### config.mk
export PLATFORM = sky130hd
export DESIGN_NAME = poly_voice_allocator_envelope_top_flat
export DESIGN_NICKNAME = d
export VERILOG_FILES = /design/src/rtl/core/pva_pkg.sv /design/src/rtl/core/pva_if.sv /design/src/rtl/core/poly_voice_allocator_envelope_top.sv /design/src/rtl/core/pva_ram.sv /design/src/rtl/core/pva_front.sv /design/src/rtl/core/pva_back.sv /design/src/flat_wrapper.sv
export SDC_FILE = /design/constraint.sdc
export NUM_CORES = 1
export LEC_CHECK = 0
export ABC_CLOCK_PERIOD_IN_PS = 23500
export BUFFER_PORTS_ARGS = -buffer_cell sky130_fd_sc_hd__buf_2
export CAP_MARGIN = 10
export CORE_MARGIN = 8
export CORE_UTILIZATION = 65
export DETAILED_ROUTE_END_ITERATION = 8
export PLACE_DENSITY_LB_ADDON = 0.1
export SLEW_MARGIN = 20
export SYNTH_ARGS = -nofsm -noshare
export SYNTH_HDL_FRONTEND = slang
export SYNTH_HIERARCHICAL = 1
export SYNTH_SLANG_ARGS = --single-unit
### constraint.sdc
create_clock -name clk -period 23.5 [get_ports clk]
set_input_delay 2.35 -clock clk [delete_from_list [all_inputs] [get_ports clk]]
set_output_delay 2.35 -clock clk [all_outputs]
set_load 0.01 [all_outputs]
### src/rtl/core/pva_pkg.sv
// ----------------------------------------------------------------------------
// pva_pkg
// Shared types, field widths, request codes and constant tables for the
// polyphonic voice allocator with per-voice envelope.
// ----------------------------------------------------------------------------
package pva_pkg;

  // Defaults for the top-level parameters
  localparam int VOICE_SLOTS_DEF    = 16;
  localparam int FREQ_FRAC_BITS_DEF = 8;

  // Fixed field widths
  localparam int REQ_W       = 3;
  localparam int NOTE_W      = 7;
  localparam int VEL_W       = 7;
  localparam int CHAN_W      = 4;
  localparam int GAIN_W      = 16;
  localparam int AMP_W       = 16;
  localparam int CFG_W       = 15;
  localparam int CFG_IDX_W   = 4;
  localparam int IDX_OUT_W   = 4;
  localparam int FREQ_OUT_W  = 24;
  localparam int COUNT_OUT_W = 5;
  localparam int FREQ_INT_W  = 16;
  localparam int NOTES       = 128;

  // Fixed-point constants
  localparam int GAIN_FRAC  = 14;
  localparam int AMP_FRAC   = 15;
  localparam int SNAP_LIMIT = 33;

  // Register reset values
  localparam logic [CFG_W-1:0] ATTACK_RST  = 15'd3277;
  localparam logic [CFG_W-1:0] DECAY_RST   = 15'd3277;
  localparam logic [CFG_W-1:0] SUSTAIN_RST = 15'd22938;
  localparam logic [CFG_W-1:0] RELEASE_RST = 15'd6554;

  // Queue between front and back
  localparam int QUEUE_DEPTH = 2;

  // Request codes on the input word
  typedef enum logic [REQ_W-1:0] {
    REQ_NOTE_ON   = 3'd0,
    REQ_NOTE_OFF  = 3'd1,
    REQ_BEND      = 3'd2,
    REQ_RESET_ALL = 3'd3,
    REQ_TICK      = 3'd4
  } req_t;

  // Classified operation handed to the back end
  typedef enum logic [2:0] {
    OP_NOTE_ON,
    OP_NOTE_OFF,
    OP_BEND,
    OP_CLEAR,
    OP_TICK,
    OP_NONE
  } op_t;

  // Configuration register indexes
  typedef enum logic [CFG_IDX_W-1:0] {
    CFG_ATTACK  = 4'd0,
    CFG_DECAY   = 4'd1,
    CFG_SUSTAIN = 4'd2,
    CFG_RELEASE = 4'd3
  } cfg_idx_t;

  // Back-end sequencer states
  typedef enum logic [2:0] {
    B_IDLE,
    B_SCAN,
    B_CALC,
    B_WR,
    B_OUT
  } bstate_t;

  typedef struct packed {
    logic [REQ_W-1:0]  req_type;
    logic [NOTE_W-1:0] note_number;
    logic [VEL_W-1:0]  note_velocity;
    logic [CHAN_W-1:0] midi_channel;
    logic [GAIN_W-1:0] bend_gain;
  } in_item_t;

  typedef struct packed {
    logic                   hit;
    logic [IDX_OUT_W-1:0]   slot_index;
    logic [FREQ_OUT_W-1:0]  slot_freq;
    logic [COUNT_OUT_W-1:0] active_count;
    logic                   any_active;
  } out_item_t;

  typedef struct packed {
    logic [CFG_IDX_W-1:0] index;
    logic [CFG_W-1:0]     value;
  } cfg_item_t;

  typedef struct packed {
    op_t               op;
    logic [NOTE_W-1:0] note;
    logic [VEL_W-1:0]  vel;
    logic [CHAN_W-1:0] chan;
    logic [GAIN_W-1:0] gain;
  } cmd_t;

  // Notes 120..131 in Q16.16 Hz
  localparam logic [31:0] TOP_OCTAVE [12] = '{
    32'd548668578, 32'd581294109, 32'd615859672, 32'd652480576,
    32'd691279090, 32'd732384684, 32'd775934544, 32'd822074013,
    32'd870957077, 32'd922746880, 32'd977616265, 32'd1035748354
  };

  typedef logic [31:0]      freq_tab_t  [NOTES];
  typedef logic [AMP_W-1:0] level_tab_t [NOTES];

  // Equal-tempered pitch per note, Q16.frac, rounded half up
  function automatic freq_tab_t build_freq_tab(int frac);
    freq_tab_t       tab;
    longint unsigned v;
    int              sh;
    for (int n = 0; n < NOTES; n++) begin
      sh = (10 - n / 12) + (16 - frac);
      v  = longint'(TOP_OCTAVE[n % 12]);
      if (sh > 0) begin
        v = (v + (64'd1 << (sh - 1))) >> sh;
      end
      tab[n] = v[31:0];
    end
    return tab;
  endfunction

  // Velocity level in Q1.15, 127 gives 1.0
  function automatic level_tab_t build_level_tab();
    level_tab_t tab;
    int         lv;
    for (int v = 0; v < NOTES; v++) begin
      lv     = (v * 32768 + 63) / 127;
      tab[v] = lv[AMP_W-1:0];
    end
    return tab;
  endfunction

endpackage

### src/rtl/core/pva_if.sv
// ----------------------------------------------------------------------------
// pva_if
// Valid/ready channels of the voice allocator: request, result and
// configuration write.
// ----------------------------------------------------------------------------
interface pva_in_if;
  logic               valid;
  logic               ready;
  pva_pkg::in_item_t  data;
  modport source (output valid, output data, input ready);
  modport sink   (input valid, input data, output ready);
endinterface

interface pva_out_if;
  logic               valid;
  logic               ready;
  pva_pkg::out_item_t data;
  modport source (output valid, output data, input ready);
  modport sink   (input valid, input data, output ready);
endinterface

interface pva_cfg_if;
  logic               valid;
  logic               ready;
  pva_pkg::cfg_item_t data;
  modport source (output valid, output data, input ready);
  modport sink   (input valid, input data, output ready);
endinterface

### src/rtl/core/poly_voice_allocator_envelope_top.sv
// ----------------------------------------------------------------------------
// poly_voice_allocator_envelope_top
// Polyphonic voice allocator with a per-voice attack/decay/release envelope.
// ----------------------------------------------------------------------------
// Each request word (note-on, note-off, pitch bend, reset-all, envelope tick)
// returns exactly one result word. Requests pass through a two-word queue to a
// back end that handles one request at a time, walking the slot table held in
// a single RAM. Reset-all and unused codes go straight to the result; note-on
// tests one activity bit per cycle until it finds a free slot; note-off reads
// and compares each slot in turn; pitch bend and envelope tick read each slot
// from the slot RAM, multiply and write it back (bend only on its channel).
// Configuration writes are taken at any time, one per cycle, and must be
// issued only while the block is idle.
// ----------------------------------------------------------------------------
module poly_voice_allocator_envelope_top #(
  parameter int VOICE_SLOTS    = pva_pkg::VOICE_SLOTS_DEF,
  parameter int FREQ_FRAC_BITS = pva_pkg::FREQ_FRAC_BITS_DEF
) (
  input  logic      clk,
  input  logic      rst_n,
  pva_in_if.sink    in_ch,
  pva_out_if.source out_ch,
  pva_cfg_if.sink   cfg_ch
);

  pva_pkg::cmd_t q_data;
  logic          q_valid;
  logic          q_pop;

  pva_front u_front (
    .clk     (clk),
    .rst_n   (rst_n),
    .in_ch   (in_ch),
    .q_data  (q_data),
    .q_valid (q_valid),
    .q_pop   (q_pop)
  );

  pva_back #(
    .VOICE_SLOTS    (VOICE_SLOTS),
    .FREQ_FRAC_BITS (FREQ_FRAC_BITS)
  ) u_back (
    .clk     (clk),
    .rst_n   (rst_n),
    .q_data  (q_data),
    .q_valid (q_valid),
    .q_pop   (q_pop),
    .out_ch  (out_ch),
    .cfg_ch  (cfg_ch)
  );

endmodule

### src/rtl/core/pva_ram.sv
// ----------------------------------------------------------------------------
// pva_ram
// Generic simple dual-port RAM: one write port, one read port with
// registered read data.
// ----------------------------------------------------------------------------
module pva_ram #(
  parameter int WIDTH = 8,
  parameter int DEPTH = 16
) (
  input  logic                     clk,
  input  logic                     wr_en,
  input  logic [$clog2(DEPTH)-1:0] wr_addr,
  input  logic [WIDTH-1:0]         wr_data,
  input  logic                     rd_en,
  input  logic [$clog2(DEPTH)-1:0] rd_addr,
  output logic [WIDTH-1:0]         rd_data
);

  logic [WIDTH-1:0] mem_r [DEPTH];

  // Write, and register the read word
  always_ff @(posedge clk) begin
    if (wr_en) begin
      mem_r[wr_addr] <= wr_data;
    end
    if (rd_en) begin
      rd_data <= mem_r[rd_addr];
    end
  end

endmodule

### src/rtl/core/pva_front.sv
// ----------------------------------------------------------------------------
// pva_front
// Request front end: accepts words, classifies the request code and holds
// the commands in a short queue for the back end.
// ----------------------------------------------------------------------------
module pva_front (
  input  logic             clk,
  input  logic             rst_n,
  pva_in_if.sink           in_ch,
  output pva_pkg::cmd_t    q_data,
  output logic             q_valid,
  input  logic             q_pop
);

  localparam int QD  = pva_pkg::QUEUE_DEPTH;
  localparam int QPW = $clog2(QD);
  localparam int QCW = $clog2(QD + 1);

  pva_pkg::cmd_t  cmd_in;
  pva_pkg::cmd_t  buf_r [QD];
  logic [QPW-1:0] wr_ptr_r;
  logic [QPW-1:0] rd_ptr_r;
  logic [QCW-1:0] cnt_r;
  logic           push;
  logic           pop;

  // Classify the request code
  always_comb begin
    cmd_in.note = in_ch.data.note_number;
    cmd_in.vel  = in_ch.data.note_velocity;
    cmd_in.chan = in_ch.data.midi_channel;
    cmd_in.gain = in_ch.data.bend_gain;
    case (in_ch.data.req_type)
      pva_pkg::REQ_NOTE_ON:   cmd_in.op = pva_pkg::OP_NOTE_ON;
      pva_pkg::REQ_NOTE_OFF:  cmd_in.op = pva_pkg::OP_NOTE_OFF;
      pva_pkg::REQ_BEND:      cmd_in.op = pva_pkg::OP_BEND;
      pva_pkg::REQ_RESET_ALL: cmd_in.op = pva_pkg::OP_CLEAR;
      pva_pkg::REQ_TICK:      cmd_in.op = pva_pkg::OP_TICK;
      default:                cmd_in.op = pva_pkg::OP_NONE;
    endcase
  end

  assign in_ch.ready = (cnt_r != QCW'(QD));
  assign push        = in_ch.valid && in_ch.ready;
  assign q_valid     = (cnt_r != '0);
  assign pop         = q_pop && q_valid;
  assign q_data      = buf_r[rd_ptr_r];

  // Store the classified word
  always_ff @(posedge clk) begin
    if (push) begin
      buf_r[wr_ptr_r] <= cmd_in;
    end
  end

  // Advance pointers and fill level
  always_ff @(posedge clk) begin
    if (!rst_n) begin
      wr_ptr_r <= '0;
      rd_ptr_r <= '0;
      cnt_r    <= '0;
    end else begin
      if (push) begin
        wr_ptr_r <= (wr_ptr_r == QPW'(QD - 1)) ? '0 : wr_ptr_r + 1'b1;
      end
      if (pop) begin
        rd_ptr_r <= (rd_ptr_r == QPW'(QD - 1)) ? '0 : rd_ptr_r + 1'b1;
      end
      if (push && !pop) begin
        cnt_r <= cnt_r + 1'b1;
      end else if (pop && !push) begin
        cnt_r <= cnt_r - 1'b1;
      end
    end
  end

endmodule

### src/rtl/core/pva_back.sv
// ----------------------------------------------------------------------------
// pva_back
// Voice back end: holds the slot table and configuration, walks the slots
// one at a time for note, bend and tick commands and registers the result word.
// ----------------------------------------------------------------------------
module pva_back #(
  parameter int VOICE_SLOTS    = pva_pkg::VOICE_SLOTS_DEF,
  parameter int FREQ_FRAC_BITS = pva_pkg::FREQ_FRAC_BITS_DEF
) (
  input  logic          clk,
  input  logic          rst_n,
  input  pva_pkg::cmd_t q_data,
  input  logic          q_valid,
  output logic          q_pop,
  pva_out_if.source     out_ch,
  pva_cfg_if.sink       cfg_ch
);

  localparam int IDX_W = (VOICE_SLOTS > 1) ? $clog2(VOICE_SLOTS) : 1;
  localparam int CNT_W = $clog2(VOICE_SLOTS + 1);
  localparam int FW    = pva_pkg::FREQ_INT_W + FREQ_FRAC_BITS;
  localparam int BP_W  = FW + pva_pkg::GAIN_W;
  localparam int AW    = pva_pkg::AMP_W;

  localparam pva_pkg::freq_tab_t  FREQ_TAB  = pva_pkg::build_freq_tab(FREQ_FRAC_BITS);
  localparam pva_pkg::level_tab_t LEVEL_TAB = pva_pkg::build_level_tab();
  localparam logic [FW-1:0]       FREQ_MAX  = {FW{1'b1}};

  typedef struct packed {
    logic [pva_pkg::NOTE_W-1:0] note;
    logic [pva_pkg::CHAN_W-1:0] chan;
    logic [pva_pkg::VEL_W-1:0]  vel;
    logic [FW-1:0]              freq;
    logic [AW-1:0]              amp;
  } slot_t;

  localparam int SLOT_W = $bits(slot_t);

  pva_pkg::bstate_t state_r, state_nxt;
  pva_pkg::cmd_t    cmd_r;
  logic [IDX_W-1:0] idx_r;
  logic [VOICE_SLOTS-1:0] active_r;
  logic [VOICE_SLOTS-1:0] ampv_r;
  logic [CNT_W-1:0] count_r;
  logic             hit_r;
  logic [FW-1:0]    hit_freq_r;
  logic [pva_pkg::CFG_W-1:0] attack_r, decay_r, sustain_r, release_r;
  logic             out_valid_r;
  pva_pkg::out_item_t out_data_r;
  logic [BP_W-1:0]  bprod_r;
  logic [31:0]      rprod_r;
  logic [30:0]      tprod_r;
  logic [AW-1:0]    level_r;

  // Sequencer controls
  logic             last;
  logic             out_free;
  logic             ram_we, ram_re;
  slot_t            ram_wdata;
  logic [SLOT_W-1:0] ram_rdata;
  slot_t            rd_word;
  logic             take, release_hit, clr_all, set_ampv, idx_adv, mul_en, load_out;
  logic             chan_match, slot_match;
  logic [AW-1:0]    amp_eff;
  logic [FW-1:0]    new_freq;
  logic [AW-1:0]    rel_keep;
  logic [32:0]      rel_sum;
  logic [17:0]      rel_amp;
  logic [31:0]      tgt_sum;
  logic [16:0]      target;
  logic [AW:0]      att_sum;
  logic [AW-1:0]    new_amp;
  logic [BP_W:0]    bsum;
  logic [BP_W:0]    bshift;
  logic [FW-1:0]    bend_freq;
  logic [31:0]      cnt_ext;
  logic [31:0]      idx_ext;
  logic [31:0]      freq_ext;

  assign rd_word    = slot_t'(ram_rdata);
  assign last       = (idx_r == IDX_W'(VOICE_SLOTS - 1));
  assign out_free   = !out_valid_r || out_ch.ready;
  assign chan_match = active_r[idx_r] && (rd_word.chan == cmd_r.chan);
  assign slot_match = chan_match && (rd_word.note == cmd_r.note);
  assign amp_eff    = ampv_r[idx_r] ? rd_word.amp : '0;
  assign new_freq   = FREQ_TAB[cmd_r.note][FW-1:0];
  assign rel_keep   = AW'(17'd32768 - {2'b00, release_r});

  // Release, attack and decay of the slot amplitude
  always_comb begin
    rel_sum = {1'b0, rprod_r} + 33'd16384;
    rel_amp = rel_sum[32:15];
    tgt_sum = {1'b0, tprod_r} + 32'd16384;
    target  = tgt_sum[31:15];
    att_sum = {1'b0, amp_eff} + (AW + 1)'(attack_r);
    new_amp = amp_eff;
    if (!active_r[idx_r]) begin
      new_amp = (rel_amp < 18'(pva_pkg::SNAP_LIMIT)) ? '0 : rel_amp[AW-1:0];
    end else if (amp_eff < level_r) begin
      new_amp = att_sum[AW-1:0];
    end else if ({1'b0, amp_eff} > target) begin
      new_amp = (amp_eff > AW'(decay_r)) ? amp_eff - AW'(decay_r) : '0;
    end
  end

  // Bent frequency, rounded and saturated
  always_comb begin
    bsum      = {1'b0, bprod_r} + (BP_W + 1)'(8192);
    bshift    = bsum >> pva_pkg::GAIN_FRAC;
    bend_freq = (bshift > (BP_W + 1)'(FREQ_MAX)) ? FREQ_MAX : bshift[FW-1:0];
  end

  // Next state
  always_comb begin
    state_nxt = state_r;
    case (state_r)
      pva_pkg::B_IDLE: begin
        if (q_valid) state_nxt = pva_pkg::B_SCAN;
      end
      pva_pkg::B_SCAN: begin
        case (cmd_r.op)
          pva_pkg::OP_CLEAR, pva_pkg::OP_NONE: state_nxt = pva_pkg::B_OUT;
          pva_pkg::OP_NOTE_ON: begin
            if (!active_r[idx_r] || last) state_nxt = pva_pkg::B_OUT;
          end
          default: state_nxt = pva_pkg::B_CALC;
        endcase
      end
      pva_pkg::B_CALC: begin
        case (cmd_r.op)
          pva_pkg::OP_NOTE_OFF: begin
            if (slot_match || last) state_nxt = pva_pkg::B_OUT;
            else state_nxt = pva_pkg::B_SCAN;
          end
          pva_pkg::OP_BEND: begin
            if (chan_match) state_nxt = pva_pkg::B_WR;
            else if (last) state_nxt = pva_pkg::B_OUT;
            else state_nxt = pva_pkg::B_SCAN;
          end
          pva_pkg::OP_TICK: state_nxt = pva_pkg::B_WR;
          default: state_nxt = pva_pkg::B_OUT;
        endcase
      end
      pva_pkg::B_WR: begin
        state_nxt = last ? pva_pkg::B_OUT : pva_pkg::B_SCAN;
      end
      pva_pkg::B_OUT: begin
        if (out_free) state_nxt = pva_pkg::B_IDLE;
      end
      default: state_nxt = pva_pkg::B_IDLE;
    endcase
  end

  // Sequencer outputs
  always_comb begin
    q_pop       = 1'b0;
    ram_we      = 1'b0;
    ram_re      = 1'b0;
    ram_wdata   = rd_word;
    take        = 1'b0;
    release_hit = 1'b0;
    clr_all     = 1'b0;
    set_ampv    = 1'b0;
    idx_adv     = 1'b0;
    mul_en      = 1'b0;
    load_out    = 1'b0;
    case (state_r)
      pva_pkg::B_IDLE: q_pop = q_valid;
      pva_pkg::B_SCAN: begin
        case (cmd_r.op)
          pva_pkg::OP_CLEAR: clr_all = 1'b1;
          pva_pkg::OP_NONE:  ;
          pva_pkg::OP_NOTE_ON: begin
            if (!active_r[idx_r]) begin
              ram_we         = 1'b1;
              ram_wdata.note = cmd_r.note;
              ram_wdata.chan = cmd_r.chan;
              ram_wdata.vel  = cmd_r.vel;
              ram_wdata.freq = new_freq;
              ram_wdata.amp  = '0;
              take           = 1'b1;
            end else begin
              idx_adv = !last;
            end
          end
          default: ram_re = 1'b1;
        endcase
      end
      pva_pkg::B_CALC: begin
        case (cmd_r.op)
          pva_pkg::OP_NOTE_OFF: begin
            if (slot_match) release_hit = 1'b1;
            else idx_adv = !last;
          end
          pva_pkg::OP_BEND: begin
            if (chan_match) mul_en = 1'b1;
            else idx_adv = !last;
          end
          pva_pkg::OP_TICK: mul_en = 1'b1;
          default: ;
        endcase
      end
      pva_pkg::B_WR: begin
        ram_we  = 1'b1;
        idx_adv = !last;
        if (cmd_r.op == pva_pkg::OP_BEND) begin
          ram_wdata.freq = bend_freq;
        end else begin
          ram_wdata.amp = new_amp;
          set_ampv      = 1'b1;
        end
      end
      pva_pkg::B_OUT: load_out = out_free;
      default: ;
    endcase
  end

  pva_ram #(
    .WIDTH (SLOT_W),
    .DEPTH (VOICE_SLOTS)
  ) u_slot_ram (
    .clk     (clk),
    .wr_en   (ram_we),
    .wr_addr (idx_r),
    .wr_data (SLOT_W'(ram_wdata)),
    .rd_en   (ram_re),
    .rd_addr (idx_r),
    .rd_data (ram_rdata)
  );

  // Control state: sequencer, slot activity, count, output valid
  always_ff @(posedge clk) begin
    if (!rst_n) begin
      state_r     <= pva_pkg::B_IDLE;
      idx_r       <= '0;
      active_r    <= '0;
      ampv_r      <= '0;
      count_r     <= '0;
      hit_r       <= 1'b0;
      out_valid_r <= 1'b0;
    end else begin
      state_r <= state_nxt;
      if (q_pop) begin
        idx_r <= '0;
        hit_r <= 1'b0;
      end else if (idx_adv) begin
        idx_r <= idx_r + 1'b1;
      end
      if (clr_all) begin
        active_r <= '0;
        ampv_r   <= '0;
        count_r  <= '0;
      end
      if (take) begin
        active_r[idx_r] <= 1'b1;
        ampv_r[idx_r]   <= 1'b1;
        count_r         <= count_r + 1'b1;
        hit_r           <= 1'b1;
      end
      if (release_hit) begin
        active_r[idx_r] <= 1'b0;
        count_r         <= count_r - 1'b1;
        hit_r           <= 1'b1;
      end
      if (set_ampv) begin
        ampv_r[idx_r] <= 1'b1;
      end
      if (load_out) begin
        out_valid_r <= 1'b1;
      end else if (out_ch.ready) begin
        out_valid_r <= 1'b0;
      end
    end
  end

  // Configuration registers
  assign cfg_ch.ready = 1'b1;

  always_ff @(posedge clk) begin
    if (!rst_n) begin
      attack_r  <= pva_pkg::ATTACK_RST;
      decay_r   <= pva_pkg::DECAY_RST;
      sustain_r <= pva_pkg::SUSTAIN_RST;
      release_r <= pva_pkg::RELEASE_RST;
    end else if (cfg_ch.valid) begin
      case (cfg_ch.data.index)
        pva_pkg::CFG_ATTACK:  attack_r  <= cfg_ch.data.value;
        pva_pkg::CFG_DECAY:   decay_r   <= cfg_ch.data.value;
        pva_pkg::CFG_SUSTAIN: sustain_r <= cfg_ch.data.value;
        pva_pkg::CFG_RELEASE: release_r <= cfg_ch.data.value;
        default: ;
      endcase
    end
  end

  // Hold the command, products and result payload
  assign cnt_ext  = 32'(count_r);
  assign idx_ext  = 32'(idx_r);
  assign freq_ext = 32'(hit_freq_r);

  always_ff @(posedge clk) begin
    if (q_pop) begin
      cmd_r <= q_data;
    end
    if (take) begin
      hit_freq_r <= new_freq;
    end
    if (mul_en) begin
      bprod_r <= BP_W'(rd_word.freq) * BP_W'(cmd_r.gain);
      rprod_r <= 32'(amp_eff) * 32'(rel_keep);
      tprod_r <= 31'(LEVEL_TAB[rd_word.vel]) * 31'(sustain_r);
      level_r <= LEVEL_TAB[rd_word.vel];
    end
    if (load_out) begin
      out_data_r.hit          <= hit_r;
      out_data_r.slot_index   <= hit_r ? idx_ext[pva_pkg::IDX_OUT_W-1:0] : '0;
      out_data_r.slot_freq    <= (hit_r && cmd_r.op == pva_pkg::OP_NOTE_ON) ?
                                 freq_ext[pva_pkg::FREQ_OUT_W-1:0] : '0;
      out_data_r.active_count <= cnt_ext[pva_pkg::COUNT_OUT_W-1:0];
      out_data_r.any_active   <= (count_r != '0);
    end
  end

  assign out_ch.valid = out_valid_r;
  assign out_ch.data  = out_data_r;

endmodule

### src/flat_wrapper.sv
// flat-port wrapper written by rule: the top's interface ports become plain ports
module poly_voice_allocator_envelope_top_flat 
#(
  parameter int VOICE_SLOTS    = pva_pkg::VOICE_SLOTS_DEF,
  parameter int FREQ_FRAC_BITS = pva_pkg::FREQ_FRAC_BITS_DEF
)
  (clk, rst_n, in_ch_valid, in_ch_data, in_ch_ready, out_ch_valid, out_ch_data, out_ch_ready, cfg_ch_valid, cfg_ch_data, cfg_ch_ready);
  pva_in_if in_ch_i ();
  pva_out_if out_ch_i ();
  pva_cfg_if cfg_ch_i ();
  input  logic clk;
  input  logic rst_n;
  input wire logic [$bits(in_ch_i.valid)-1:0] in_ch_valid;
  input wire logic [$bits(in_ch_i.data)-1:0] in_ch_data;
  output wire logic [$bits(in_ch_i.ready)-1:0] in_ch_ready;
  output wire logic [$bits(out_ch_i.valid)-1:0] out_ch_valid;
  output wire logic [$bits(out_ch_i.data)-1:0] out_ch_data;
  input wire logic [$bits(out_ch_i.ready)-1:0] out_ch_ready;
  input wire logic [$bits(cfg_ch_i.valid)-1:0] cfg_ch_valid;
  input wire logic [$bits(cfg_ch_i.data)-1:0] cfg_ch_data;
  output wire logic [$bits(cfg_ch_i.ready)-1:0] cfg_ch_ready;
  assign in_ch_i.valid = in_ch_valid;
  assign in_ch_i.data = in_ch_data;
  assign in_ch_ready = in_ch_i.ready;
  assign out_ch_valid = out_ch_i.valid;
  assign out_ch_data = out_ch_i.data;
  assign out_ch_i.ready = out_ch_ready;
  assign cfg_ch_i.valid = cfg_ch_valid;
  assign cfg_ch_i.data = cfg_ch_data;
  assign cfg_ch_ready = cfg_ch_i.ready;
  poly_voice_allocator_envelope_top #(.VOICE_SLOTS(VOICE_SLOTS), .FREQ_FRAC_BITS(FREQ_FRAC_BITS)) u_core (.clk(clk), .rst_n(rst_n), .in_ch(in_ch_i), .out_ch(out_ch_i), .cfg_ch(cfg_ch_i));
endmodule
After elaboration in Yosys (flattened, before gate mapping)
Memories as Yosys holds them, arrays and structs flattened. A register that Yosys moved wholly into a read port is not among the register bits.
Cells that the tools add are included.

storage, ports and cells
  register bits = 288
  bits in writable memories = 1002
  ROM bits = 6144
  logic and storage cells = 201
  memories kept = 4

memories
  memory                          words  width  read ports  clocked after memory_dff  wr ports  line             text
  (no name shown)                 128    32     1           0                         0         pva_back.sv:86   assign new_freq = FREQ_TAB[cmd_r.note][FW-1:0];
  (no name shown)                 128    16     1           0                         0         pva_back.sv:312  level_r <= LEVEL_TAB[rd_word.vel];
  u_core.u_back.u_slot_ram.mem_r  16     58     1           1                         1         pva_ram.sv:19    logic [WIDTH-1:0] mem_r [DEPTH];
  u_core.u_front.buf_r            2      37     1           1                         1         pva_front.sv:20  pva_pkg::cmd_t buf_r [QD];

cells by class
  add/subtract/negate cells = 13
  $mul = 3
  order comparisons = 9
  equal/unequal tests = 23
  muxes and demuxes = 83
  bitwise logic cells = 8
  reductions and logical operators = 34

operator list
  operator                                                                 count
  16-bit 2-to-1 mux                                                        19
  58-bit 2-to-1 mux                                                        2
  24-bit 2-to-1 mux                                                        4
  40-bit case mux with 2 select lines                                      1
  16-bit OR                                                                3
  40-bit by 14-bit adder with 41-bit output (second input constant)        1
  24-bit by 16-bit multiplier with 40-bit output                           1
  1-bit 2-to-1 mux                                                         34
  32-bit by 15-bit adder with 33-bit output (second input constant)        1
  31-bit by 15-bit adder with 32-bit output (second input constant)        1
  16-bit by 16-bit multiplier with 32-bit output                           1
  16-bit by 15-bit multiplier with 31-bit output                           1
  3-bit case mux with 5 select lines                                       2
  27-bit by 24-bit > comparator with 1-bit output (second input constant)  1
  3-bit by 2-bit == test with 1-bit output (second input constant)         6
  18-bit by 6-bit < comparator with 1-bit output (second input constant)   1
  18-bit 2-to-1 mux                                                        1
  3-bit 2-to-1 mux                                                         6
  16-bit by 17-bit > comparator with 1-bit output                          1
  16-bit by 15-bit adder with 16-bit output                                1
  16-bit AND                                                               1
  8-bit >= comparator (second input constant)                              2
  16-bit by 15-bit > comparator with 1-bit output                          1
  16-bit < comparator                                                      1
  42 further kinds                                                         80

Logic depth before layout (Yosys ltp)
Gate-level depths: netlist of the first run.

  word-level depth = 10
  depth in mapped cells = 13
  depth with buffers taken out = 10

Modules after synthesis
The synthesis of the first run kept the hierarchy.

by module, submodules not included
  module     instances  cells an instance  area an instance (um^2)  seq. area each (um^2)
  pva_back   1          5131               44629.1                  7166.9
  pva_ram    1          1496               36476.2                  29608.4
  pva_front  1          142                2926.6                   2322.2

Worst setup path before layout of the first run
OpenSTA, ideal clock, no wires.

  path type = reg2reg
  start point = register u_core.u_back.idx_r[0]
  end point = register u_core.u_back.rprod_r[30] (data pin)
  library setup time = 257 ps
  arrival time = 7754 ps
  data required time = 23243 ps
  setup slack = 15489 ps
  cell stages (with the launch flop) = 33
  buffers on the path = 3
  period minus slack after synthesis = 8011 ps
  path through = dfxtp_1 -> clkbuf_1 -> nor2_1 -> a22oi_1 -> a21oi_1 -> nor2_1 -> clkbuf_1 -> nand2_1 -> inv_1 -> buf_1 -> nand2_1 -> fa_1 -> inv_1 -> fa_1 -> inv_1 -> fa_1 -> inv_1 -> fa_1 -> inv_1 -> fa_1 -> inv_1 -> fa_1 -> ha_1 -> a21oi_1 -> o21ai_0 -> a221o_1 -> a21oi_1 -> o21ai_0 -> o2111ai_1 -> a21oi_1 -> or3_1 -> a21o_1 -> xor2_1

on the way
  longest elaborated chain between the ends = 4

ends and longest elaborated chain
  element                                         line             text
  start, declared                                 pva_back.sv:41   logic [IDX_W-1:0] idx_r;
  start signal, assigned                          pva_back.sv:247  idx_r <= idx_r + 1'b1;
  1-bit binary-select mux with 4-bit select       pva_back.sv:85   assign amp_eff = ampv_r[idx_r] ? rd_word.amp : '0;
  1-bit 2-to-1 mux (implied by the code)          pva_back.sv:85
  16-bit 2-to-1 mux                               pva_back.sv:85
  16-bit by 16-bit multiplier with 32-bit output  pva_back.sv:310  rprod_r <= 32'(amp_eff) * 32'(rel_keep);
  end signal, assigned                            pva_back.sv:310
  end, declared                                   pva_back.sv:51   logic [31:0] rprod_r;

Every way passes these cells. The select of a mux whose other input is x is not followed.
A chain may end at the register's enable or synchronous reset.

Worst setup path after layout of the first run
  start point = register u_core.u_back.idx_r[1]
  end point = memory u_core/u_back/u_slot_ram/mem_r[0][48] in the netlist's numbering (enable)

on the way
  longest elaborated chain between the ends = 7

ends and longest elaborated chain
  element                                    line             text
  1-bit binary-select mux with 4-bit select  pva_back.sv:174  if (!active_r[idx_r]) begin
  1-bit 2-to-1 mux (implied by the code)     pva_back.sv:174
  1-bit 2-to-1 mux                           pva_back.sv:174
  1-bit 2-to-1 mux                           pva_back.sv:170  case (cmd_r.op)
  1-bit case mux with 2 select lines         pva_back.sv:167  case (state_r)
  via u_core.u_back.ram_we                   pva_back.sv:58   logic ram_we, ram_re;
  1-bit 2-to-1 mux                           pva_ram.sv:23    if (wr_en) begin
  1-bit 2-to-1 mux (implied by the code)     pva_ram.sv:24    mem_r[wr_addr] <= wr_data;
  end, declared                              pva_ram.sv:19

The timed path passes the listed nets, and every way through them passes these cells. The select of a mux whose other input is x is not followed.

==> flow_metrics.tcl, run 1 <==
set metrics [dict create \
    status "finished, final reports clean" \
    hp-class "flop to flop" \
    crit_path_start "u_core/u_back/idx_r[1]$_SDFFE_PP0P_" \
    grt_max_degree 87 \
    crit_path_start_kind "flop" \
    coreArea_mm2 0.0234 \
    pwr-share-comb_pct 36.8 \
    final_nets 1321 \
    drc 0 \
    clk_latency_ns 0.51 \
    arrival_ns 4.56 \
    start_util_pct 65.9 \
    cts_setup_buffers 0 \
    hold_path_end "u_core/u_back/out_ch.data[5]$_DFFE_PP_" \
    cap_violations 0 \
    clock_power_share_pct 25.6 \
    p_int_mw 1.25 \
    fin_util_pct 71.9 \
    synth_cells 1246 \
    power.density_mw_per_mm2 116 \
    fill_cells 1606 \
    setup_ws_ns 19.15 \
    fmax_mhz 230 \
    critical_path.max_stage_delay_ns 0.62 \
    r2r_cells 9 \
    die_area_mm2 0.0289 \
    ir_worst_vdd_v 0.0000799 \
    hold_slack_ns 0.487 \
    grt_setup_unrepaired "no" \
    io_buffers 52 \
    area_delta_synth_final_pct 9.15 \
    clkTransAtPathRegs_ns 0.06 \
    drive_gt1_share_pct 17.6 \
    syn_avg_cell_area_um2 12.4 \
    cts-buffers-inserted 34 \
    antenna_found_initial 0 \
    switching_share_pct 36.2 \
    finalSetupTns_ns 0 \
    grt_pass1_vias 9284 \
    critPathSlowestCell "buf_4" \
    die_w_um 170 \
    critPathMostFrequentCell "buf_4" \
    critPathKind "flop to flop" \
    cts_tree "yes" \
    worstReg2RegStart "u_core/u_back/idx_r[1]$_SDFFE_PP0P_" \
    cts_max_path_buffers 3 \
    n_antenna_cell 0 \
    num_rows 56 \
    fp.dieH_um 170 \
    p_switching_uw 708 \
    fin_crit_sh_pct 18.5 \
    setup_violations 0 \
    hold_depth 0 \
    cts_root_buf "clkbuf_16" \
    final_cells 1583 \
    ctsHoldBuffers 0 \
    worstPathRequired_ns 23.71 \
    drtAntennaViolNets 0 \
    place_inst 1521 \
    finalMaxSlewViolations 0 \
    grt_pass1_wl_um 51300 \
    final_area_mm2 0.0168 \
    track_usage_pct 22.7 \
    end_kind "flop" \
    tightest_slew_ns 1.12 \
    min_from "u_core/u_back/count_r[4]$_SDFFE_PN0P_" \
    grt_overflow 0 \
    worst_clock_skew_ns 0.0161 \
    wire_per_inst_um 20.7 \
    ys.warnings.count 6 \
    postRouteWirelength_um 32800 \
    avgViaCountPerCell 6.38 \
    place_ws_ns 19.15 \
    slew_headroom_pct 25.1 \
    clock_sinks 319 \
    seq_power_share_pct 37.6 \
    critPathMaxFanout 56 \
    drtPass1Iterations 5 \
    syn_area_mm2 0.0154 \
    period_needed_ns 4.35 \
    r2r_slack_ns 19.15 \
    placed_cell_area_mm2 0.0158 \
    ctsResizeCount 0 \
    cellLeakagePower_nw 5.74 \
    dp_hpwl_um 20700 \
    ios 99 \
    globalplace.congestion 0.925 \
    drt_iter0_markers 1564 \
    crit_chain "buf_4, mux4_2, mux2i_1, mux2_2, nand2_1, a21oi_1, or3b_2, nor3_1, buf_4" \
    vias 10100 \
    finalHoldViolCount 0 \
    timing.rr.end "u_core/u_back/u_slot_ram/mem_r[0][48]$_DFFE_PP_" \
    p_total_mw 1.96 \
    htree_num_levels 2 \
]
==> power by group through the flow <==
stage	combinational (mW)	sequential [mW]	clock [mW]
2_1_floorplan	0.536	0.739	0
3_5_place_dp	0.698	0.747	0
5_1_grt	0.782	0.741	0.530
4_1_cts	0.701	0.736	0.509
6_report	0.721	0.736	0.500
3_3_place_gp	0.692	0.746	0
==> worst max path at each step <==
stage | to | cells past startpoint | slack (ns)
5_1_grt | u_core/u_back/u_slot_ram/mem_r[0][48]$_DFFE_PP_ | 9 | 18.94
4_1_cts | u_core/u_back/u_slot_ram/mem_r[0][48]$_DFFE_PP_ | 9 | 19.08
3_5_place_dp | u_core/u_back/u_slot_ram/mem_r[0][52]$_DFFE_PP_ | 9 | 19.15
6_report | u_core/u_back/u_slot_ram/mem_r[0][48]$_DFFE_PP_ | 9 | 19.15
2_1_floorplan | u_core/u_back/out_ch.data[0]$_DFFE_PP_ | 2 | 19.26
3_3_place_gp | u_core/u_back/u_slot_ram/mem_r[1][48]$_DFFE_PP_ | 8 | 19.08
==> worst max-delay path, delay by kind of cell, from the launching register on <==
kind            cells  cell delay [ns]
simple gates        3             1.24
flops               1             0.41
compound gates      1             0.47
mux                 3             0.98
buf+inv             2             0.93
==> flip-flops by register name, summed over array words and instances (netlist names), named ones only <==
register and flops:
u_core/u_back/active_r 16, u_core/u_back/cmd_r 14, u_core/u_back/count_r 5, u_core/u_back/hit_freq_r 22
u_core/u_back/hit_r 1, u_core/u_back/idx_r 4, u_core/u_back/out_ch.data 33, u_core/u_back/out_ch.valid 1
u_core/u_back/state_r 3, u_core/u_back/u_slot_ram/mem_r 176, u_core/u_back/u_slot_ram/rd_data 11, u_core/u_front/buf_r 28
u_core/u_front/cnt_r 2, u_core/u_front/rd_ptr_r 1, u_core/u_front/wr_ptr_r 1
==> routing by layer <==
layer  routed length (um)  global-route usage (%)  vias up  share of wire, %
met3                 2870                    3.80       69               8.8
li1                     -                       -     4655                 -
met4                  656                    6.22        0               2.0
met5                    0                       0        -                 0
met1                14000                    32.7     4896                43
met2                15200                    35.5      473                46
==> cells in the final DEF, fill, tap and decap left out, drive strengths merged, types with 14 or more instances in the layout <==
cell type and n:
nand3 14, edfxtp 284, clkinv 18, inv 26
mux4 56, mux2 19, a21oi 77, buf 81
a22oi 25, clkbuf 39, nor3 19, ha 22
and3 26, nor2b 20, nor2 110, dfxtp 35
o21ai 78, a211oi 17, nand2b 14, nand2 118
==> layout make-up <==
cell class | instances | area (um^2) | share of cell area (%)
inverters | 24 | 90.1 | 0.535
repair buffers | 81 | 478 | 2.84
clock inverters | 23 | 169 | 1.00
flip-flops and latches | 319 | 9230 | 54.9
multi-input cells | 778 | 5570 | 33.1
clock buffers | 39 | 891 | 5.29
well taps | 319 | 399 | 2.37
No activity file was read; power rests on OpenSTA's default activity.
==> run 2: changes to the inputs <==
--- a/config.mk
+++ b/config.mk
@@ -5,11 +5,11 @@
 export SDC_FILE = /design/constraint.sdc
 export NUM_CORES = 1
 export LEC_CHECK = 0
-export ABC_CLOCK_PERIOD_IN_PS = 23500
+export ABC_CLOCK_PERIOD_IN_PS = 3800
 export BUFFER_PORTS_ARGS = -buffer_cell sky130_fd_sc_hd__buf_2
 export CAP_MARGIN = 10
 export CORE_MARGIN = 8
-export CORE_UTILIZATION = 65
+export CORE_UTILIZATION = 61
 export DETAILED_ROUTE_END_ITERATION = 8
 export PLACE_DENSITY_LB_ADDON = 0.1
 export SLEW_MARGIN = 20
==> constraint.sdc (replaced) <==
create_clock -name clk -period 3.8 [get_ports clk]
set_input_delay 0.38 -clock clk [delete_from_list [all_inputs] [get_ports clk]]
set_output_delay 0.38 -clock clk [all_outputs]
set_load 0.01 [all_outputs]
==> flow_metrics.tcl, run 2 (synthesized netlist as in run 1, its figures left out) <==
set metrics [dict create \
    finalMaxSlewViolations 0 \
    cts-buffers-inserted 35 \
    cellLeakagePower_nw 5.84 \
    cts_root_buf "clkbuf_16" \
    coreArea_mm2 0.0250 \
    cts_max_path_buffers 3 \
    clkTransAtPathRegs_ns 0.06 \
    p_switching_mw 4.44 \
    num_rows 58 \
    drc 0 \
    drt_iter0_markers 1121 \
    seq_power_share_pct 37.3 \
    critical_path.max_stage_delay_ns 0.54 \
    grt_setup_unrepaired "no" \
    fin_crit_sh_pct 84.7 \
    dp_hpwl_um 21800 \
    cap_violations 0 \
    crit_buf_inv 1 \
    finalSetupTns_ns 0 \
    grt_pass1_vias 9648 \
    tightest_slew_ns 1.02 \
    avgViaCountPerCell 6.27 \
    clock_power_share_pct 25.8 \
    final_nets 1340 \
    n_antenna_cell 0 \
    pwr-share-comb_pct 36.9 \
    grt_overflow 0 \
    cts_tree "yes" \
    final_cell_mix "284 x edfxtp_1, 118 x nand2_1, 109 x nor2_1, 77 x a21oi_1, 76 x o21ai_0" \
    drtAntennaViolNets 0 \
    final_area_mm2 0.0170 \
    fill_cells 1817 \
    clk_latency_ns 0.53 \
    grt_max_degree 121 \
    worst_clock_skew_ns 0.0292 \
    slew_headroom_pct 32.0 \
    wire_per_inst_um 21.0 \
    critPathMaxFanout 9 \
    multi_input_area_mm2 0.00555 \
    switching_share_pct 36.2 \
    globalplace.congestion 0.904 \
    p_int_mw 7.84 \
    clock_sinks 319 \
    arrival_ns 3.44 \
    largest_reg_flops 176 \
    die_w_um 175 \
    critPathKind "flop to flop" \
    regMostFlops "u_core/u_back/u_slot_ram/mem_r" \
    io_buffers 52 \
    status "finished, final reports clean" \
    htree_num_levels 2 \
    die_area_mm2 0.0306 \
    ctsResizeCount 0 \
    worstPathRequired_ns 4.02 \
    start_util_pct 61.6 \
    end_kind "flop" \
    critPathSlowestCell "or3b_2" \
    track_usage_pct 22.2 \
    seqCellArea_mm2 0.00923 \
    antenna_found_initial 0 \
    placed_cell_area_mm2 0.0159 \
    ir_worst_vdd_v 0.000449 \
    vias 10100 \
    mostFrequentLayoutCell "edfxtp_1" \
    ios 99 \
    power.density_mw_per_mm2 723 \
    crit_family "multiplexers" \
    postRouteWirelength_um 33800 \
    area_delta_synth_final_pct 10.2 \
    cts_setup_buffers 0 \
    crit_chain "mux4_2, mux2i_1, mux2_2, nand2_1, a21oi_1, or3b_2, nor2_1, buf_4" \
    fin_util_pct 67.9 \
    grt_pass1_wl_um 53800 \
    ctsHoldBuffers 0 \
    drive_gt1_share_pct 18.3 \
    fmax_mhz 311 \
    fp.dieH_um 175 \
    drtPass1Iterations 6 \
    crit_path_start_kind "flop" \
    setup_violations 0 \
    finalHoldViolCount 0 \
    period_needed_ns 3.22 \
    hp-class "input port to flop" \
]
run 2: power groups by stage:
stage	combinational (mW)	clock, mW	sequential (mW)
after floorplan	3.32	0	4.57
after global placement	4.35	0	4.65
after detailed placement	4.40	0	4.66
after CTS	4.42	3.23	4.59
after global routing	4.94	3.39	4.61
final	4.53	3.17	4.58
run 2: layout make-up:
type / instances / area share (%)
Sequential cell: 319 / 54.4
Multi-Input combinational cell: 778 / 32.7
Clock buffer: 49 / 5.65
Timing Repair Buffer: 99 / 3.68
Tap cell: 330 / 2.43
Clock inverter: 13 / 0.692
Inverter: 24 / 0.530
run 2: path summary, 6_finish.rpt:
kind / start / end / slack [ns] / cells after the start
setup / recovery: u_core/u_back/idx_r[1]$_SDFFE_PP0P_ / u_core/u_back/u_slot_ram/mem_r[3][48]$_DFFE_PP_ / 0.58 / 8
hold / removal: in_ch_data[28] / u_core/u_front/buf_r[0][28]$_DFFE_PP_ / 0.06 / 1
setup reg to reg: u_core/u_back/idx_r[1]$_SDFFE_PP0P_ / u_core/u_back/u_slot_ram/mem_r[3][48]$_DFFE_PP_ / 0.58 / 8
hold reg to reg: u_core/u_back/count_r[4]$_SDFFE_PN0P_ / u_core/u_back/out_ch.data[5]$_DFFE_PP_ / 0.49 / 0
run 2: routing by layer:
layer  vias to the layer above  wire length, um  track usage (%)
met1                      4888            14400             31.7
met5                         -                0                0
li1                       4695                -                -
met4                         0              722             6.43
met3                        60             3120             4.25
met2                       470            15600             34.2
run 2: per-stage QoR:
stage | power, mW | hold slack, ns | setup WS [ns] | instances
after global routing | 12.9 | 0.0494 | 0.458 | 1612
after global placement | 9.00 | 0.463 | 0.698 | 1550
after detailed placement | 9.06 | 0.480 | 0.605 | 1550
after CTS | 12.2 | 0.0418 | 0.604 | 1612
after floorplan | 7.88 | 0.406 | 0.312 | 1247
final | 12.3 | 0.0620 | 0.580 | 1612
run 2: worst register-to-register path, cell delays in order, from the launching register on:
cell	delay, ns
dfxtp_2	0.43
mux4_2	0.53
mux2i_1	0.21
mux2_2	0.26
nand2_1	0.06
a21oi_1	0.40
or3b_2	0.54
nor2_1	0.23
buf_4	0.25
==> run 3: changes to the inputs <==
--- a/config.mk
+++ b/config.mk
@@ -5,11 +5,11 @@
 export SDC_FILE = /design/constraint.sdc
 export NUM_CORES = 1
 export LEC_CHECK = 0
-export ABC_CLOCK_PERIOD_IN_PS = 3800
+export ABC_CLOCK_PERIOD_IN_PS = 3100
 export BUFFER_PORTS_ARGS = -buffer_cell sky130_fd_sc_hd__buf_2
 export CAP_MARGIN = 10
 export CORE_MARGIN = 8
-export CORE_UTILIZATION = 61
+export CORE_UTILIZATION = 65
 export DETAILED_ROUTE_END_ITERATION = 8
 export PLACE_DENSITY_LB_ADDON = 0.1
 export SLEW_MARGIN = 20
==> constraint.sdc (replaced) <==
create_clock -name clk -period 3.1 [get_ports clk]
set_input_delay 0.31 -clock clk [delete_from_list [all_inputs] [get_ports clk]]
set_output_delay 0.31 -clock clk [all_outputs]
set_load 0.01 [all_outputs]
==> flow_metrics.tcl, run 3 (synthesized netlist as in run 1, its figures left out) <==
set metrics [dict create \
    antenna_found_initial 0 \
    ios 99 \
    cts_max_path_buffers 3 \
    seq_power_share_pct 37.9 \
    die_w_um 170 \
    hold_path_end "u_core/u_front/buf_r[1][34]$_DFFE_PP_" \
    final_cell_mix "284 x edfxtp_1, 118 x nand2_1, 109 x nor2_1, 76 x a21oi_1, 71 x o21ai_0" \
    regMostFlops "u_core/u_back/u_slot_ram/mem_r" \
    drive_gt1_share_pct 19.3 \
    switching_share_pct 36.2 \
    finalHoldViolCount 0 \
    globalplace.congestion 0.951 \
    p_switching_mw 5.39 \
    critPathMaxFanout 9 \
    ir_worst_vdd_v 0.000879 \
    grt_max_degree 77 \
    htree_num_levels 1 \
    slew_headroom_pct 28.6 \
    final_nets 1368 \
    postRouteWirelength_um 34200 \
    busiest_layer "met2" \
    power.density_mw_per_mm2 867 \
    start_util_pct 65.9 \
    worstReg2RegStart "u_core/u_back/idx_r[1]$_SDFFE_PP0P_" \
    area_delta_synth_final_pct 11.3 \
    n_antenna_cell 0 \
    largest_reg_flops 176 \
    io_buffers 52 \
    p_int_mw 9.49 \
    timing.rr.end "u_core/u_back/u_slot_ram/mem_r[3][52]$_DFFE_PP_" \
    status "finished, final reports clean" \
    clock_sinks 319 \
    vias 10400 \
    grt_overflow 0 \
    fill_cells 1571 \
    min_from "in_ch_data[34]" \
    cts_root_buf "clkbuf_16" \
    multi_input_area_mm2 0.00556 \
    hp-class "input port to flop" \
    cts-buffers-inserted 31 \
    placed_cell_area_mm2 0.0161 \
    finalMaxSlewViolations 0 \
    worst_clock_skew_ns 0.0105 \
    r2r_cells 9 \
    crit_path_start_kind "flop" \
    clkTransAtPathRegs_ns 0.06 \
    worstPathRequired_ns 3.37 \
    grt_pass1_vias 9743 \
    period_needed_ns 3.02 \
    use_met1_pct 32.1 \
    setup_violations 0 \
    mostFrequentLayoutCell "edfxtp_1" \
    p_total_mw 14.9 \
    clock_power_share_pct 23.7 \
    end_kind "flop" \
    fmax_mhz 331 \
    cap_violations 0 \
    drtPass1Iterations 6 \
    pwr-share-comb_pct 38.4 \
    clk_latency_ns 0.57 \
    use_met2_pct 38.6 \
    use_met3_pct 4.87 \
    drc 0 \
    wire_per_inst_um 21.0 \
    r2r_slack_ns 0.08 \
    num_rows 56 \
    final_area_mm2 0.0172 \
    drt_iter0_markers 1175 \
    cellLeakagePower_nw 5.94 \
    cts_setup_buffers 0 \
    dp_hpwl_um 22600 \
    cts_tree "yes" \
    finalSetupTns_ns 0 \
    grt_pass1_wl_um 53400 \
    grt_setup_unrepaired "no" \
    fp.dieH_um 170 \
    coreArea_mm2 0.0234 \
    avgViaCountPerCell 6.36 \
    critPathKind "flop to flop" \
    track_usage_pct 23.6 \
    arrival_ns 3.29 \
    fin_crit_sh_pct 97.3 \
    die_area_mm2 0.0289 \
    hold_depth 2 \
    drtAntennaViolNets 0 \
    tightest_slew_ns 1.06 \
    seqCellArea_mm2 0.00924 \
]
-- run 3: worst max-delay path by stage --
stage	depth (start not counted)	from	slack [ns]	end
after floorplan	8	u_core/u_back/idx_r[1]$_SDFFE_PP0P_	-0.10	u_core/u_back/u_slot_ram/mem_r[3][47]$_DFFE_PP_
after global placement	9	u_core/u_back/idx_r[1]$_SDFFE_PP0P_	0.03	u_core/u_back/u_slot_ram/mem_r[2][50]$_DFFE_PP_
after detailed placement	9	u_core/u_back/idx_r[1]$_SDFFE_PP0P_	-0.02	u_core/u_back/u_slot_ram/mem_r[0][50]$_DFFE_PP_
after CTS	9	u_core/u_back/idx_r[1]$_SDFFE_PP0P_	0.02	u_core/u_back/u_slot_ram/mem_r[0][54]$_DFFE_PP_
after global routing	9	u_core/u_back/idx_r[1]$_SDFFE_PP0P_	0.006	u_core/u_back/u_slot_ram/mem_r[2][48]$_DFFE_PP_
final	9	u_core/u_back/idx_r[1]$_SDFFE_PP0P_	0.08	u_core/u_back/u_slot_ram/mem_r[3][52]$_DFFE_PP_
-- run 3: per-layer routing --
layer / share of wire [%] / up-vias
met4: 2.4 / 0
met3: 10 / 70
li1: - / 4752
met2: 48 / 523
met1: 40 / 5008
met5: 0 / -
-- run 3: critical path, stage by stage (launching register included) --
cell and delay [ns]:
dfxtp_4 0.43, mux4_2 0.52, mux2i_1 0.18, mux2_2 0.25
nand2_1 0.08, a21oi_2 0.18, buf_4 0.15, or3b_2 0.50
nor2_1 0.20, buf_4 0.23
-- run 3: metrics by stage --
stage | hold slack, ns | setup slack (ns) | cells | utilization (%)
final | 0.0548 | 0.0829 | 1628 | 73.3
after global routing | 0.0466 | 0.00564 | 1628 | 73.3
after CTS | 0.0245 | 0.0234 | 1628 | 73.3
after detailed placement | 0.471 | -0.0166 | 1559 | 68.6
after global placement | 0.474 | 0.0331 | 1559 | 68.6
after floorplan | 0.406 | -0.100 | 1247 | -
-- run 3: final cells by class --
cell class                      count  share of cell area (%)
Inverter                           24                   0.525
Clock buffer                       46                    5.02
Multi-Input combinational cell    778                    32.4
Tap cell                          319                    2.33
Timing Repair Buffer              131                    5.32
Sequential cell                   319                    53.8
Clock inverter                     11                   0.576
-- run 3: power by group through the flow --
stage	registers [mW]	clock network, mW	logic (mW)
floorplan	5.60	0	4.07
global placement	5.71	0	5.49
detailed placement	5.72	0	5.53
CTS	5.64	3.60	5.58
global route	5.67	3.75	6.20
finish	5.63	3.53	5.71
-- run 3: repair_timing --
item                                    4_1_cts  5_1_grt
hold buffers                                 12        0
gates resized for setup                       1        2
cloned                                        0        0
endpoints found under the setup margin       27       38
hold endpoints to repair                     24        0
